### src/rtl/core/base58_encoder_defines.svh
// Assertion macros for the base58 encoder core.
// Included by files that carry concurrent checks; needs nothing else.
`ifndef BASE58_ENCODER_DEFINES_SVH
`define BASE58_ENCODER_DEFINES_SVH

// same-cycle implication
`define B58_ASSERT_NOW(label, clk, rst_n, ante, cons, msg) \
    label: assert property (@(posedge clk) disable iff (!rst_n) (ante) |-> (cons)) \
        else $error(msg);

// next-cycle implication
`define B58_ASSERT_NEXT(label, clk, rst_n, ante, cons, msg) \
    label: assert property (@(posedge clk) disable iff (!rst_n) (ante) |=> (cons)) \
        else $error(msg);

`endif

### src/rtl/core/b58_pkg.sv
// Shared types, constants and the alphabet lookup for the base58 encoder.
// No dependencies.
`default_nettype none

package b58_pkg;

    localparam int MAX_BYTES   = 4096;
    localparam int DIGIT_SLOTS = 5654;

    localparam int ADDR_W  = $clog2(DIGIT_SLOTS);
    localparam int CNT_W   = 13;
    localparam int CAP_W   = 16;
    localparam int DIGIT_W = 6;
    localparam int CARRY_W = 9;
    localparam int CHAR_W  = 7;
    localparam int BYTE_W  = 8;

    localparam logic [CHAR_W-1:0] CHAR_ONE = 7'h31;

    localparam logic [58*8-1:0] ALPHABET =
        "123456789ABCDEFGHJKLMNPQRSTUVWXYZabcdefghijkmnopqrstuvwxyz";

    typedef enum logic [1:0] {
        OP_PUSH   = 2'd0,
        OP_FINISH = 2'd1,
        OP_PULL   = 2'd2,
        OP_NONE   = 2'd3
    } t_op;

    typedef enum logic [1:0] {
        STS_OK        = 2'd0,
        STS_TOO_LARGE = 2'd1,
        STS_TOO_SMALL = 2'd2,
        STS_EMPTY     = 2'd3
    } t_status;

    typedef enum logic [1:0] {
        ST_IDLE,
        ST_FOLD,
        ST_PULL_WAIT,
        ST_EMIT
    } t_state;

    typedef struct packed {
        logic               we;
        logic [ADDR_W-1:0]  waddr;
        logic [DIGIT_W-1:0] wdata;
        logic               re;
        logic [ADDR_W-1:0]  raddr;
    } t_ram_req;

    function automatic logic [CHAR_W-1:0] b58_char(input logic [DIGIT_W-1:0] d);
        logic [DIGIT_W-1:0] dc;
        logic [7:0]         ch;
        dc = (d > 6'd57) ? 6'd57 : d;
        ch = ALPHABET[(6'd57 - dc) * 8 +: 8];
        return ch[CHAR_W-1:0];
    endfunction

endpackage

`default_nettype wire

### src/rtl/core/b58_mac_unit.sv
// One base-58 digit step: t = 256*digit + carry, digit' = t mod 58, carry' = t / 58.
// Depends on b58_pkg.
`default_nettype none

module b58_mac_unit (
    input  wire  [b58_pkg::DIGIT_W-1:0] i_digit,
    input  wire  [b58_pkg::CARRY_W-1:0] i_carry,
    output logic [b58_pkg::DIGIT_W-1:0] o_digit,
    output logic [b58_pkg::CARRY_W-1:0] o_carry
);
    import b58_pkg::*;

    // 256*d = 58*(4*d) + 24*d, so only u = 24*d + carry needs dividing
    logic [10:0] u;
    logic [20:0] prod;
    logic [4:0]  q;
    logic [10:0] q58;
    logic [10:0] rem;

    always_comb begin
        u    = {1'b0, i_digit, 4'b0} + {2'b0, i_digit, 3'b0} + {2'b0, i_carry};
        prod = u * 21'd565;
        q    = prod[19:15];
        q58  = {1'b0, q, 5'b0} + {2'b0, q, 4'b0} + {3'b0, q, 3'b0} + {5'b0, q, 1'b0};
        rem  = u - q58;
        o_digit = rem[DIGIT_W-1:0];
        o_carry = {1'b0, i_digit, 2'b0} + {4'b0, q};
    end

endmodule

`default_nettype wire

### config.mk
export PLATFORM = sky130hd
export DESIGN_NAME = b58_mac_unit
export DESIGN_NICKNAME = d
export VERILOG_FILES = /design/src/rtl/core/base58_encoder_defines.svh /design/src/rtl/core/b58_pkg.sv /design/src/rtl/core/b58_mac_unit.sv
export SDC_FILE = /design/constraint.sdc
export NUM_CORES = 1
export LEC_CHECK = 0
export ABC_AREA = 1
export ABC_CLOCK_PERIOD_IN_PS = 17800
export BUFFER_PORTS_ARGS = -buffer_cell sky130_fd_sc_hd__buf_2
export CAP_MARGIN = 20
export CORE_UTILIZATION = 55
export DETAILED_ROUTE_END_ITERATION = 7
export PLACE_DENSITY = 0.8
export RECOVER_POWER = 50
export REMOVE_ABC_BUFFERS = 1
export SYNTH_ARGS = -nofsm -noshare
export SYNTH_HDL_FRONTEND = slang
export SYNTH_SLANG_ARGS = --single-unit
### constraint.sdc
create_clock -name vclk -period 17.8
set_input_delay 0 -clock vclk [all_inputs]
set_output_delay 0 -clock vclk [all_outputs]
set_load 0.02 [all_outputs]
# Yosys cells after proc, flatten, opt, wreduce, memory -nomap -nowiden
# Index checks and enable logic that the tools add are counted.
[op_classes]
n_mul = 1
add_sub_neg = 7
[op_table]
columns = ["op", "n"]
rows = [
  ["multiplier 11 x 10 -> 20 bit, second input constant", 1],
  ["adder 6 bit", 3],
  ["adder 10 x 9 -> 11 bit", 1],
  ["adder 11 x 9 -> 11 bit", 1],
  ["adder 8 x 5 -> 9 bit", 1],
  ["subtractor 6 bit", 1],
]
[totals]
input_bits = 15
register_bits = 0
wordCells = 8

# Depth between registers and ports, before layout
# Gate-level depths: netlist of the first run.
[logic_depth]
word_depth = 7
mapped_depth = 45
ltp_nobuf = 45

# Least setup slack after synthesis of the first run
# OpenSTA, ideal clock, no wires.
[synth_timing]
kind = "input -> output"
from = "in i_digit[0] in the netlist's numbering"
to = "out o_digit[5] in the netlist's numbering"
slack_ns = 10.842
stages = 39
t_required_ns = 17.800
t_arrival_ns = 6.958
cell_sequence = "fa_1 -> ha_1 -> inv_1 -> fa_1 -> xnor2_1 -> ha_1 -> ha_1 -> inv_1 -> fa_1 -> fa_1 -> fa_1 -> inv_1 -> ha_1 -> nand2_1 -> nand2_1 -> nand2_1 -> nand2_1 -> a21oi_2 -> [... 3 more ...] -> xnor2_1 -> inv_1 -> fa_1 -> ha_1 -> ha_1 -> inv_1 -> ha_1 -> a21oi_1 -> nand3_1 -> nand2_1 -> nand2_1 -> inv_1 -> nand3_1 -> nand2_1 -> nand2_1 -> nand2_1 -> nand3_1 -> nand2_1"
[synth_via]
elab_chain_cells = 7
[synth_rtl]
columns = ["item", "line", "text"]
rows = [
  ["from (decl)", "b58_mac_unit.sv:6", "input wire [b58_pkg::DIGIT_W-1:0] i_digit,"],
  ["adder 10 x 9 -> 11 bit (*)", "b58_mac_unit.sv:21", "u = {1'b0, i_digit, 4'b0} + {2'b0, i_digit, 3'b0} + {2'b0, i_carry};"],
  ["adder 11 x 9 -> 11 bit (*)", "b58_mac_unit.sv:21", ""],
  ["multiplier 11 x 10 -> 20 bit", "b58_mac_unit.sv:22", "prod = u * 21'd565;"],
  ["adder 6 bit (3 in series)", "b58_mac_unit.sv:24", "q58 = {1'b0, q, 5'b0} + {2'b0, q, 4'b0} + {3'b0, q, 3'b0} + {5'b0, q, 1'b0};"],
  ["subtractor 6 bit (*)", "b58_mac_unit.sv:25", "rem = u - q58;"],
  ["to (decl)", "b58_mac_unit.sv:8", "output logic [b58_pkg::DIGIT_W-1:0] o_digit,"],
]
# Mark *: on every way between the ends. The rest lies on a longest branch, timed or not.

# Worst setup path in the final report of the first run
# Ends and elaborated chain as after synthesis.

==> out/metrics.cfg, run 1 <==
[run_status]
status = completed

[job]
drv_cap = 0

[cts]
cts_resized = 0
ctsHoldBuffers = 0
post_cts_buffers = 0

[floorplanning]
row_count = 25
fp.dieW_um = 74.32
chipHeight_um = 74.32
core_um2 = 4880
initial_core_util_pct = 58.95
dieArea_um2 = 5523
io-pin-count = 30

[global_route]
antenna_found_initial = 0
grt_usage_pct = 22.43
grt_overflow_total = 0
first_global_vias = 2329
grt_max_degree = 9
grt_pass1_wl_um = 9784

[yosys]
synth-simple-area-share_pct = 22.05
yosys.area.top_type = ha_1
synth_top_family_by_area = adder cells
synthAdderAreaFrac_pct = 52.72
ys_top_cells_by_area = ha_1 (34%), fa_1 (19%), inv_1 (13%)
synth_commonest_cells = inv_1 (99), nand2_1 (82), ha_1 (78), fa_1 (27), nor2_1 (21)
yosys.area.top_type_share_pct = 33.93
synth_cells = 395
yosys_warnings = 0
yosys.cell_count.top_type = inv_1
synth-xor-area-share_pct = 7.003
syn_area_per_cell_um2 = 7.282
ys_seq_area_share_pct = 0
synth_mux_area_share_pct = 0
synth.distinct_cells = 23
synth_area_um2 = 2877
synth-compound-area-share_pct = 4.915

[finish]
nets = 547
seq_cell_count = 0
layout-drive-gt1-share_pct = 11.29
clkbuf_count = 0
areaGrowthSynthToFinish_pct = 7.612
seq_area_um2 = 0
insertedDiodeCount = 0

[setup_path]
critPathKind = in -> out
cp_data_required_time_ns = 17.80
crit_path_end_kind = output port
crit_fanout = 5
worst-path-buf-inv = 7
critPathLaunchType = primary input
crit_path_max_incr_delay_ns = 0.53
crit_family = adder cells
worst_path_max_delay_cell = fa_1
path_common_cell = nand2_1
arrival_ns = 7.96

[sta]
finalSetupTns_ns = 0
hold_violations = 0
max_freq_ghz = 0.1257
period_share_pct = 44.69
relSlewSlack_pct = 64.63
max_slew.worst_pin.slew_ns = 0.5287
setup_viol = 0
post-route-min-period_ns = 7.955
maxSlewViolCount = 0
rsz0062_at_grt = no

[routing]
drt-pass1-iter-count = 4
drt-total-wl_um = 5702
final_antenna_net_count = 0
wl_per_cell_um = 11.59
drc_errors = 0
drt_iter0_drc = 70
viasPerCell = 4.884
route.vias.total = 2403

[min_path]
hp-start = i_digit[5]
holdCritPathClass = in -> out
min_path_cells = 3
worstHoldEndpoint = o_carry[7]

[placed_design]
dp_hpwl_um = 5161
place.gp.congestion = 0.8509
io_buffers = 30

layout make-up:
| type | count | area (um^2) |
|---|---|---|
| multi-input cells | 293 | 2484 |
| fillers | 455 | 1784 |
| inverters | 102 | 382.9 |
| repair buffers | 30 | 145.1 |
| well taps | 67 | 83.83 |
worst max path at each step:
stage               slack (ns)       start          to  cells after the start
floorplan                10.84  i_digit[0]  o_digit[5]                     39
global placement         10.19  i_digit[0]  o_digit[5]                     42
detailed placement       10.07  i_digit[0]  o_digit[5]                     42
CTS                      10.06  i_digit[0]  o_digit[5]                     42
global route              9.31  i_digit[0]  o_digit[5]                     41
finish                    9.84  i_digit[0]  o_digit[5]                     41
layout by cell type (no fill, tap or decap), types with 4 or more instances in the layout:
cell	Yosys	layout
inv_1	99	100
clkbuf_1	0	4
nand2_2	7	7
nand4_1	4	4
ha_1	78	78
nor2_2	5	4
a21oi_1	13	13
fa_1	27	27
nor2_1	21	22
xnor2_1	10	10
nand3_1	19	19
nand2_1	82	82
nand3_2	4	4
o21ai_0	5	5
buf_2	0	26
xor2_1	8	9
cells by family (layout without fill, tap and decap cells):
group | Yosys count | in the layout
fa+ha+maj | 105 | 105
simple gates | 144 | 144
xor+xnor | 20 | 20
compound gates | 24 | 24
buf+inv | 102 | 132
stage by stage:
step	util (%)	hold slack [ns]	area [um^2]	setup slack, ns	instances
6_report	63.44	0.3703	3095	9.845	492
4_1_cts	63.74	0.3749	3110	10.06	492
2_1_floorplan	-	0.1282	2877	10.84	395
3_3_place_gp	63.74	0.3567	3110	10.19	492
3_5_place_dp	63.74	0.3745	3110	10.07	492
5_1_grt	63.44	0.3864	3095	9.306	492
worst min-delay path, stage by stage:
cell and delay [ns]:
buf_2 0.14, xnor2_1 0.08, buf_2 0.15
layer usage:
metal	wire [um]	GRT usage (%)	vias up	part of all wire (%)
met5	0	0	-	0
met4	46	2.935	0	0.81
met3	131	1.355	7	2.3
met2	2707	40.91	32	47
met1	2815	29.96	1076	49
li1	-	-	1288	-
Power of run 1 is left out: the tool's default activity adds up to more than one toggle a clock period on the data nets, which glitch-free logic cannot reach.
==> run 2, diff against run 1 <==
--- a/config.mk
+++ b/config.mk
@@ -5,13 +5,13 @@
 export SDC_FILE = /design/constraint.sdc
 export NUM_CORES = 1
 export LEC_CHECK = 0
-export ABC_AREA = 1
-export ABC_CLOCK_PERIOD_IN_PS = 17800
+export ABC_AREA = 0
+export ABC_CLOCK_PERIOD_IN_PS = 6900
 export BUFFER_PORTS_ARGS = -buffer_cell sky130_fd_sc_hd__buf_2
 export CAP_MARGIN = 20
 export CORE_UTILIZATION = 55
 export DETAILED_ROUTE_END_ITERATION = 7
-export PLACE_DENSITY = 0.8
+export PLACE_DENSITY = 0.84
 export RECOVER_POWER = 50
 export REMOVE_ABC_BUFFERS = 1
 export SYNTH_ARGS = -nofsm -noshare
==> constraint.sdc (replaced) <==
create_clock -name vclk -period 6.9
set_input_delay 0 -clock vclk [all_inputs]
set_output_delay 0 -clock vclk [all_outputs]
set_load 0.02 [all_outputs]
==> run 2 against run 1 <==
Compared with the run above: area after synthesis decreased by 14%; die area decreased by 14%; hold slack got worse by 0.017 ns; the flow now finishes with violations (setup timing); sequential share of layout area unchanged; synthesized cell count decreased by 32%; highest routed layer unchanged; via count decreased by 7.2%.
==> out/metrics.cfg, run 2 <==
[finish]
areaGrowthSynthToFinish_pct = 40.78  ; was 7.612%
nets = 479  ; was 547
nFillCells = 215  ; was 455
final_cell_mix = ha_1 (66), buf_4 (60), inv_1 (56), fa_1 (25), buf_2 (22)  ; was inv_1 (100), nand2_1 (82), ha_1 (78), fa_1 (27), buf_2 (26)
insertedDiodeCount = 0  ; unchanged
seq_cell_count = 0  ; unchanged
seq_area_um2 = 0  ; unchanged
clkbuf_count = 0  ; unchanged
fin_area_um2 = 3468  ; was 3095 um^2
multi_input_area_um2 = 2520  ; was 2484 um^2
layout_commonest_cell = ha_1  ; was inv_1
layout-drive-gt1-share_pct = 38.94  ; was 11.29%

[global_route]
grt_usage_pct = 28.80  ; was 22.43%
grt_overflow_total = 0  ; unchanged
antenna_found_initial = 0  ; unchanged
grt_pass1_wl_um = 10050  ; was 9784 um
first_global_vias = 2357  ; was 2329
grt_max_degree = 9  ; unchanged

[sta]
period_share_pct = 107.9
max_freq_ghz = 0.1343
maxSlewViolCount = 0  ; unchanged
relSlewSlack_pct = 63.86  ; was 64.63%
finalSetupTns_ns = -0.5454  ; was 0 ns
setup_viol = 1  ; was 0
rsz0062_at_grt = yes  ; was no
max_slew.worst_pin.slew_ns = 0.5284  ; was 0.5287 ns
hold_slack_ns = 0.3535  ; was 0.3703 ns
post-route-min-period_ns = 7.445
fin_ws_ns = -0.5454  ; was 9.845 ns
hold_violations = 0  ; unchanged

[floorplanning]
initial_core_util_pct = 59.45  ; was 58.95%
chipHeight_um = 68.93  ; was 74.32 um
core_um2 = 4144  ; was 4880 um^2
row_count = 23  ; was 25
dieArea_um2 = 4751  ; was 5523 um^2
io-pin-count = 30  ; unchanged
fp.dieW_um = 68.93  ; was 74.32 um

[setup_path]
crit_path_end_kind = output port  ; unchanged
crit_path_max_incr_delay_ns = 0.54  ; was 0.53 ns
crit_fanout = 4  ; was 5
worst_path_max_delay_cell = fa_1  ; unchanged
cp_data_required_time_ns = 6.90  ; was 17.80 ns
critPathKind = in -> out  ; unchanged
arrival_ns = 7.45  ; was 7.96 ns
critPathLaunchType = primary input  ; unchanged
worst-path-buf-inv = 6  ; was 7
crit_family = adder cells  ; unchanged
critical_path_depth = 34  ; was 41

[routing]
route.met3.wl_um = 275  ; was 131 um
met2_length_um = 3958  ; was 2707 um
route.vias.total = 2231  ; was 2403
final_antenna_net_count = 0  ; unchanged
wl_per_cell_um = 17.86  ; was 11.59 um
viasPerCell = 5.482  ; was 4.884
drt_iter0_drc = 115  ; was 70
met1_length_um = 2686  ; was 2815 um
drt-pass1-iter-count = 4  ; unchanged
highest_layer = met4  ; unchanged
drc_errors = 0  ; unchanged
drt-total-wl_um = 7269  ; was 5702 um

[yosys]
yosys.area.top_type = ha_1  ; unchanged
ys_seq_area_share_pct = 0  ; unchanged
syn_area_per_cell_um2 = 9.227  ; was 7.282 um^2
synth_cells = 267  ; was 395
synth_commonest_cells = ha_1 (78), inv_1 (64), fa_1 (27), xnor2_1 (20), a21oi_1 (11)  ; was inv_1 (99), nand2_1 (82), ha_1 (78), fa_1 (27), nor2_1 (21)
yosys.area.top_type_share_pct = 39.61  ; was 33.93%
yosys.cell_count.top_type = ha_1  ; was inv_1
synth_area_um2 = 2464  ; was 2877 um^2
yosys_warnings = 0  ; unchanged
ys_top_cells_by_area = ha_1 (40%), fa_1 (22%), inv_1 (9.8%)  ; was ha_1 (34%), fa_1 (19%), inv_1 (13%)
synth.distinct_cells = 31  ; was 23

[placed_design]
pre_cts_slack_ns = -0.7551  ; was 10.07 ns
io_buffers = 30  ; unchanged
dp_hpwl_um = 4886  ; was 5161 um
place_area_um2 = 2977  ; was 3110 um^2
place.gp.congestion = 0.8456  ; was 0.8509

[run_status]
violations = setup timing
status = complete, but fails checks  ; was completed

[min_path]
min_path_cells = 3  ; unchanged
holdCritPathClass = in -> out  ; unchanged

[job]
drv_cap = 0  ; unchanged

run 2: tightest hold or removal path, cell delays in order:
cell	delay [ns]
buf_2	0.13
xnor2_1	0.07
buf_4	0.15
run 2: path summary, 6_finish.rpt:
check | slack [ns] | startpoint | endpoint
setup / recovery | -0.55 | i_carry[4] | o_digit[5]
hold / removal | 0.35 | i_digit[5] | o_carry[7]
run 2: per-stage QoR:
| step | utilization [%] | std cells |
|---|---|---|
| global placement | 71.83 | 387 |
| floorplan | - | 267 |
| CTS | 78.17 | 402 |
| finish | 83.70 | 407 |
| global route | 83.70 | 407 |
| detailed placement | 71.83 | 387 |
run 2: final cells by class:
cell class	count	area share, %
repair buffers	90	18.54
well taps	50	1.804
inverters	64	6.999
multi-input cells	203	72.66
run 2: cells by family (layout without fill, tap and decap cells):
| family | Yosys count | count (layout) | synth area share (%) |
|---|---|---|---|
| AND/OR/NAND/NOR | 30 | 30 | 6.400 |
| AO/OA/AOI/OAI | 36 | 36 | 9.801 |
| adder cells (fa/ha/maj) | 105 | 105 | 61.55 |
| buffers and inverters | 64 | 154 | 9.751 |
| XOR/XNOR | 32 | 32 | 12.49 |
run 2: timing repair:
item | CTS | global route
endpoints found under the setup margin | 2 | 9
hold buffers | 0 | 0
pin swaps | 32 | 22
gates resized for setup | 29 | 38
buffers inserted | 15 | 7
hold endpoints to repair | 0 | 0
cloned | 0 | 0
run 2: per-layer routing:
| metal | vias to the layer above | GRT usage, % |
|---|---|---|
| met4 | 0 | 13.52 |
| li1 | 1055 | - |
| met3 | 32 | 1.974 |
| met1 | 1063 | 30.54 |
| met5 | - | 0 |
| met2 | 81 | 56.55 |
Power of run 2 is left out for the same reason.
==> run 3, diff against run 2 <==
--- a/config.mk
+++ b/config.mk
@@ -6,12 +6,12 @@
 export NUM_CORES = 1
 export LEC_CHECK = 0
 export ABC_AREA = 0
-export ABC_CLOCK_PERIOD_IN_PS = 6900
+export ABC_CLOCK_PERIOD_IN_PS = 7550
 export BUFFER_PORTS_ARGS = -buffer_cell sky130_fd_sc_hd__buf_2
 export CAP_MARGIN = 20
 export CORE_UTILIZATION = 55
 export DETAILED_ROUTE_END_ITERATION = 7
-export PLACE_DENSITY = 0.84
+export PLACE_DENSITY = 0.81
 export RECOVER_POWER = 50
 export REMOVE_ABC_BUFFERS = 1
 export SYNTH_ARGS = -nofsm -noshare
==> constraint.sdc (replaced) <==
create_clock -name vclk -period 7.55
set_input_delay 0 -clock vclk [all_inputs]
set_output_delay 0 -clock vclk [all_outputs]
set_load 0.02 [all_outputs]
==> run 3 against run 2 <==
Compared with the run above: the flow now finishes without violations; non-clock buffer count fell by 31; die area did not move; sequential cell count did not move; first-iteration DRC count fell by 54%; worst setup slack improved by 0.75 ns; final area fell by 10%; critical path depth rose by 1; core utilization fell by 8.8 points; via count fell by 7.8%; critical path type unchanged; critical endpoint unchanged; highest routed layer unchanged.
==> out/metrics.cfg, run 3 (synthesized netlist as in run 2, its figures left out) <==
[run_status]
status = completed  ; was complete, but fails checks

[routing]
drt-total-wl_um = 5794  ; was 7269 um
viasPerCell = 5.468  ; was 5.482
route.vias.total = 2056  ; was 2231
final_antenna_net_count = 0  ; unchanged
drt-pass1-iter-count = 4  ; unchanged
wl_per_cell_um = 15.41  ; was 17.86 um
drt_iter0_drc = 53  ; was 115
drc_errors = 0  ; unchanged

[global_route]
antenna_found_initial = 0  ; unchanged
grt_overflow_total = 0  ; unchanged
first_global_vias = 1947  ; was 2357
grt_usage_pct = 22.70  ; was 28.80%
grt_pass1_wl_um = 8142  ; was 10050 um
grt_max_degree = 9  ; unchanged

[min_path]
worstHoldEndpoint = o_carry[7]  ; unchanged
min_path_cells = 3  ; unchanged
holdCritPathClass = in -> out  ; unchanged
hp-start = i_digit[5]  ; unchanged

[finish]
insertedDiodeCount = 0  ; unchanged
layout_commonest_cell = ha_1  ; unchanged
layout-drive-gt1-share_pct = 29.45  ; was 38.94%
nFillCells = 298  ; was 215
multi_input_area_um2 = 2427  ; was 2520 um^2
areaGrowthSynthToFinish_pct = 26.05  ; was 40.78%
seq_area_um2 = 0  ; unchanged
clkbuf_count = 0  ; unchanged
final_cell_mix = ha_1 (69), inv_1 (59), buf_4 (29), buf_2 (28), fa_1 (26)  ; was ha_1 (66), buf_4 (60), inv_1 (56), fa_1 (25), buf_2 (22)
seq_cell_count = 0  ; unchanged
nets = 448  ; was 479

[placed_design]
place.gp.congestion = 0.8028  ; was 0.8456
pre_cts_slack_ns = -0.2332  ; was -0.7551 ns
io_buffers = 30  ; unchanged
dp_hpwl_um = 4492  ; was 4886 um

[sta]
period_share_pct = 97.24
max_slew.worst_pin.slew_ns = 0.5678  ; was 0.5284 ns
maxSlewViolCount = 0  ; unchanged
post-route-min-period_ns = 7.341
setup_viol = 0  ; was 1
fin_ws_ns = 0.2085  ; was -0.5454 ns
hold_violations = 0  ; unchanged
relSlewSlack_pct = 61.16  ; was 63.86%
max_freq_ghz = 0.1362

[floorplanning]
initial_core_util_pct = 59.45  ; unchanged
row_count = 23  ; unchanged
fp.dieW_um = 68.93  ; unchanged
io-pin-count = 30  ; unchanged
core_um2 = 4144  ; unchanged
chipHeight_um = 68.93  ; unchanged
dieArea_um2 = 4751  ; unchanged

[setup_path]
critPathKind = in -> out  ; unchanged
arrival_ns = 7.34  ; was 7.45 ns
worst_path_max_delay_cell = fa_1  ; unchanged
crit_family = adder cells  ; unchanged
crit_path_end_kind = output port  ; unchanged
cp_data_required_time_ns = 7.55  ; was 6.90 ns
worst-path-buf-inv = 6  ; unchanged
crit_path_max_incr_delay_ns = 0.54  ; about the same
crit_fanout = 4  ; unchanged
critPathLaunchType = primary input  ; unchanged
path_common_cell = ha_4

[job]
drv_cap = 0  ; unchanged

run 3: cell types whose count changed in the layout (fill, tap and decap cells not counted), moves of 4 or more:
cell,change
buf_2,+6
xnor2_1,+4
buf_4,-31
buf_6,-6
run 3: layout make-up:
| class | instances | area share (%) |
|---|---|---|
| tap | 50 | 2.015 |
| timing repair buffer | 59 | 12.01 |
| multi-input combinational | 203 | 78.16 |
| inverter | 64 | 7.816 |
run 3: metrics by stage:
stage	area (um^2)	utilization [%]	TNS, ns	hold WS [ns]	instances
4_1_cts	2856	68.93	0	0.3690	366
3_3_place_gp	2811	67.84	-0.02413	0.3489	365
6_report	3105	74.94	0	0.3620	376
2_1_floorplan	2464	-	0	0.1282	267
5_1_grt	3105	74.94	-0.1742	0.4083	376
3_5_place_dp	2811	67.84	-0.2332	0.3687	365
run 3: worst max-delay path by stage:
stage,start,end,cells past startpoint
finish,i_digit[1],o_digit[5],35
global route,i_digit[1],o_digit[5],30
CTS,i_digit[0],o_digit[5],37
detailed placement,i_digit[0],o_digit[5],34
global placement,i_digit[0],o_digit[5],34
floorplan,i_digit[0],o_digit[5],27
run 3: repair_timing:
action | 4_1_cts | 5_1_grt
gates resized for setup | 9 | 32
endpoints found under the setup margin | 1 | 1
hold buffers | 0 | 0
pin swaps | 1 | 28
buffers inserted | 1 | 10
run 3: layer usage:
metal	up-vias	global-route usage [%]	share of wire [%]
met2	49	46.12	55
met1	991	25.92	39
met5	-	0	0
li1	998	-	-
met3	18	1.151	2.7
met4	0	3.316	3.1
run 3: tightest hold or removal path: stages:
cell,delay (ns)
buf_2,0.13
xnor2_1,0.08
buf_2,0.15
Power of run 3 is left out for the same reason.
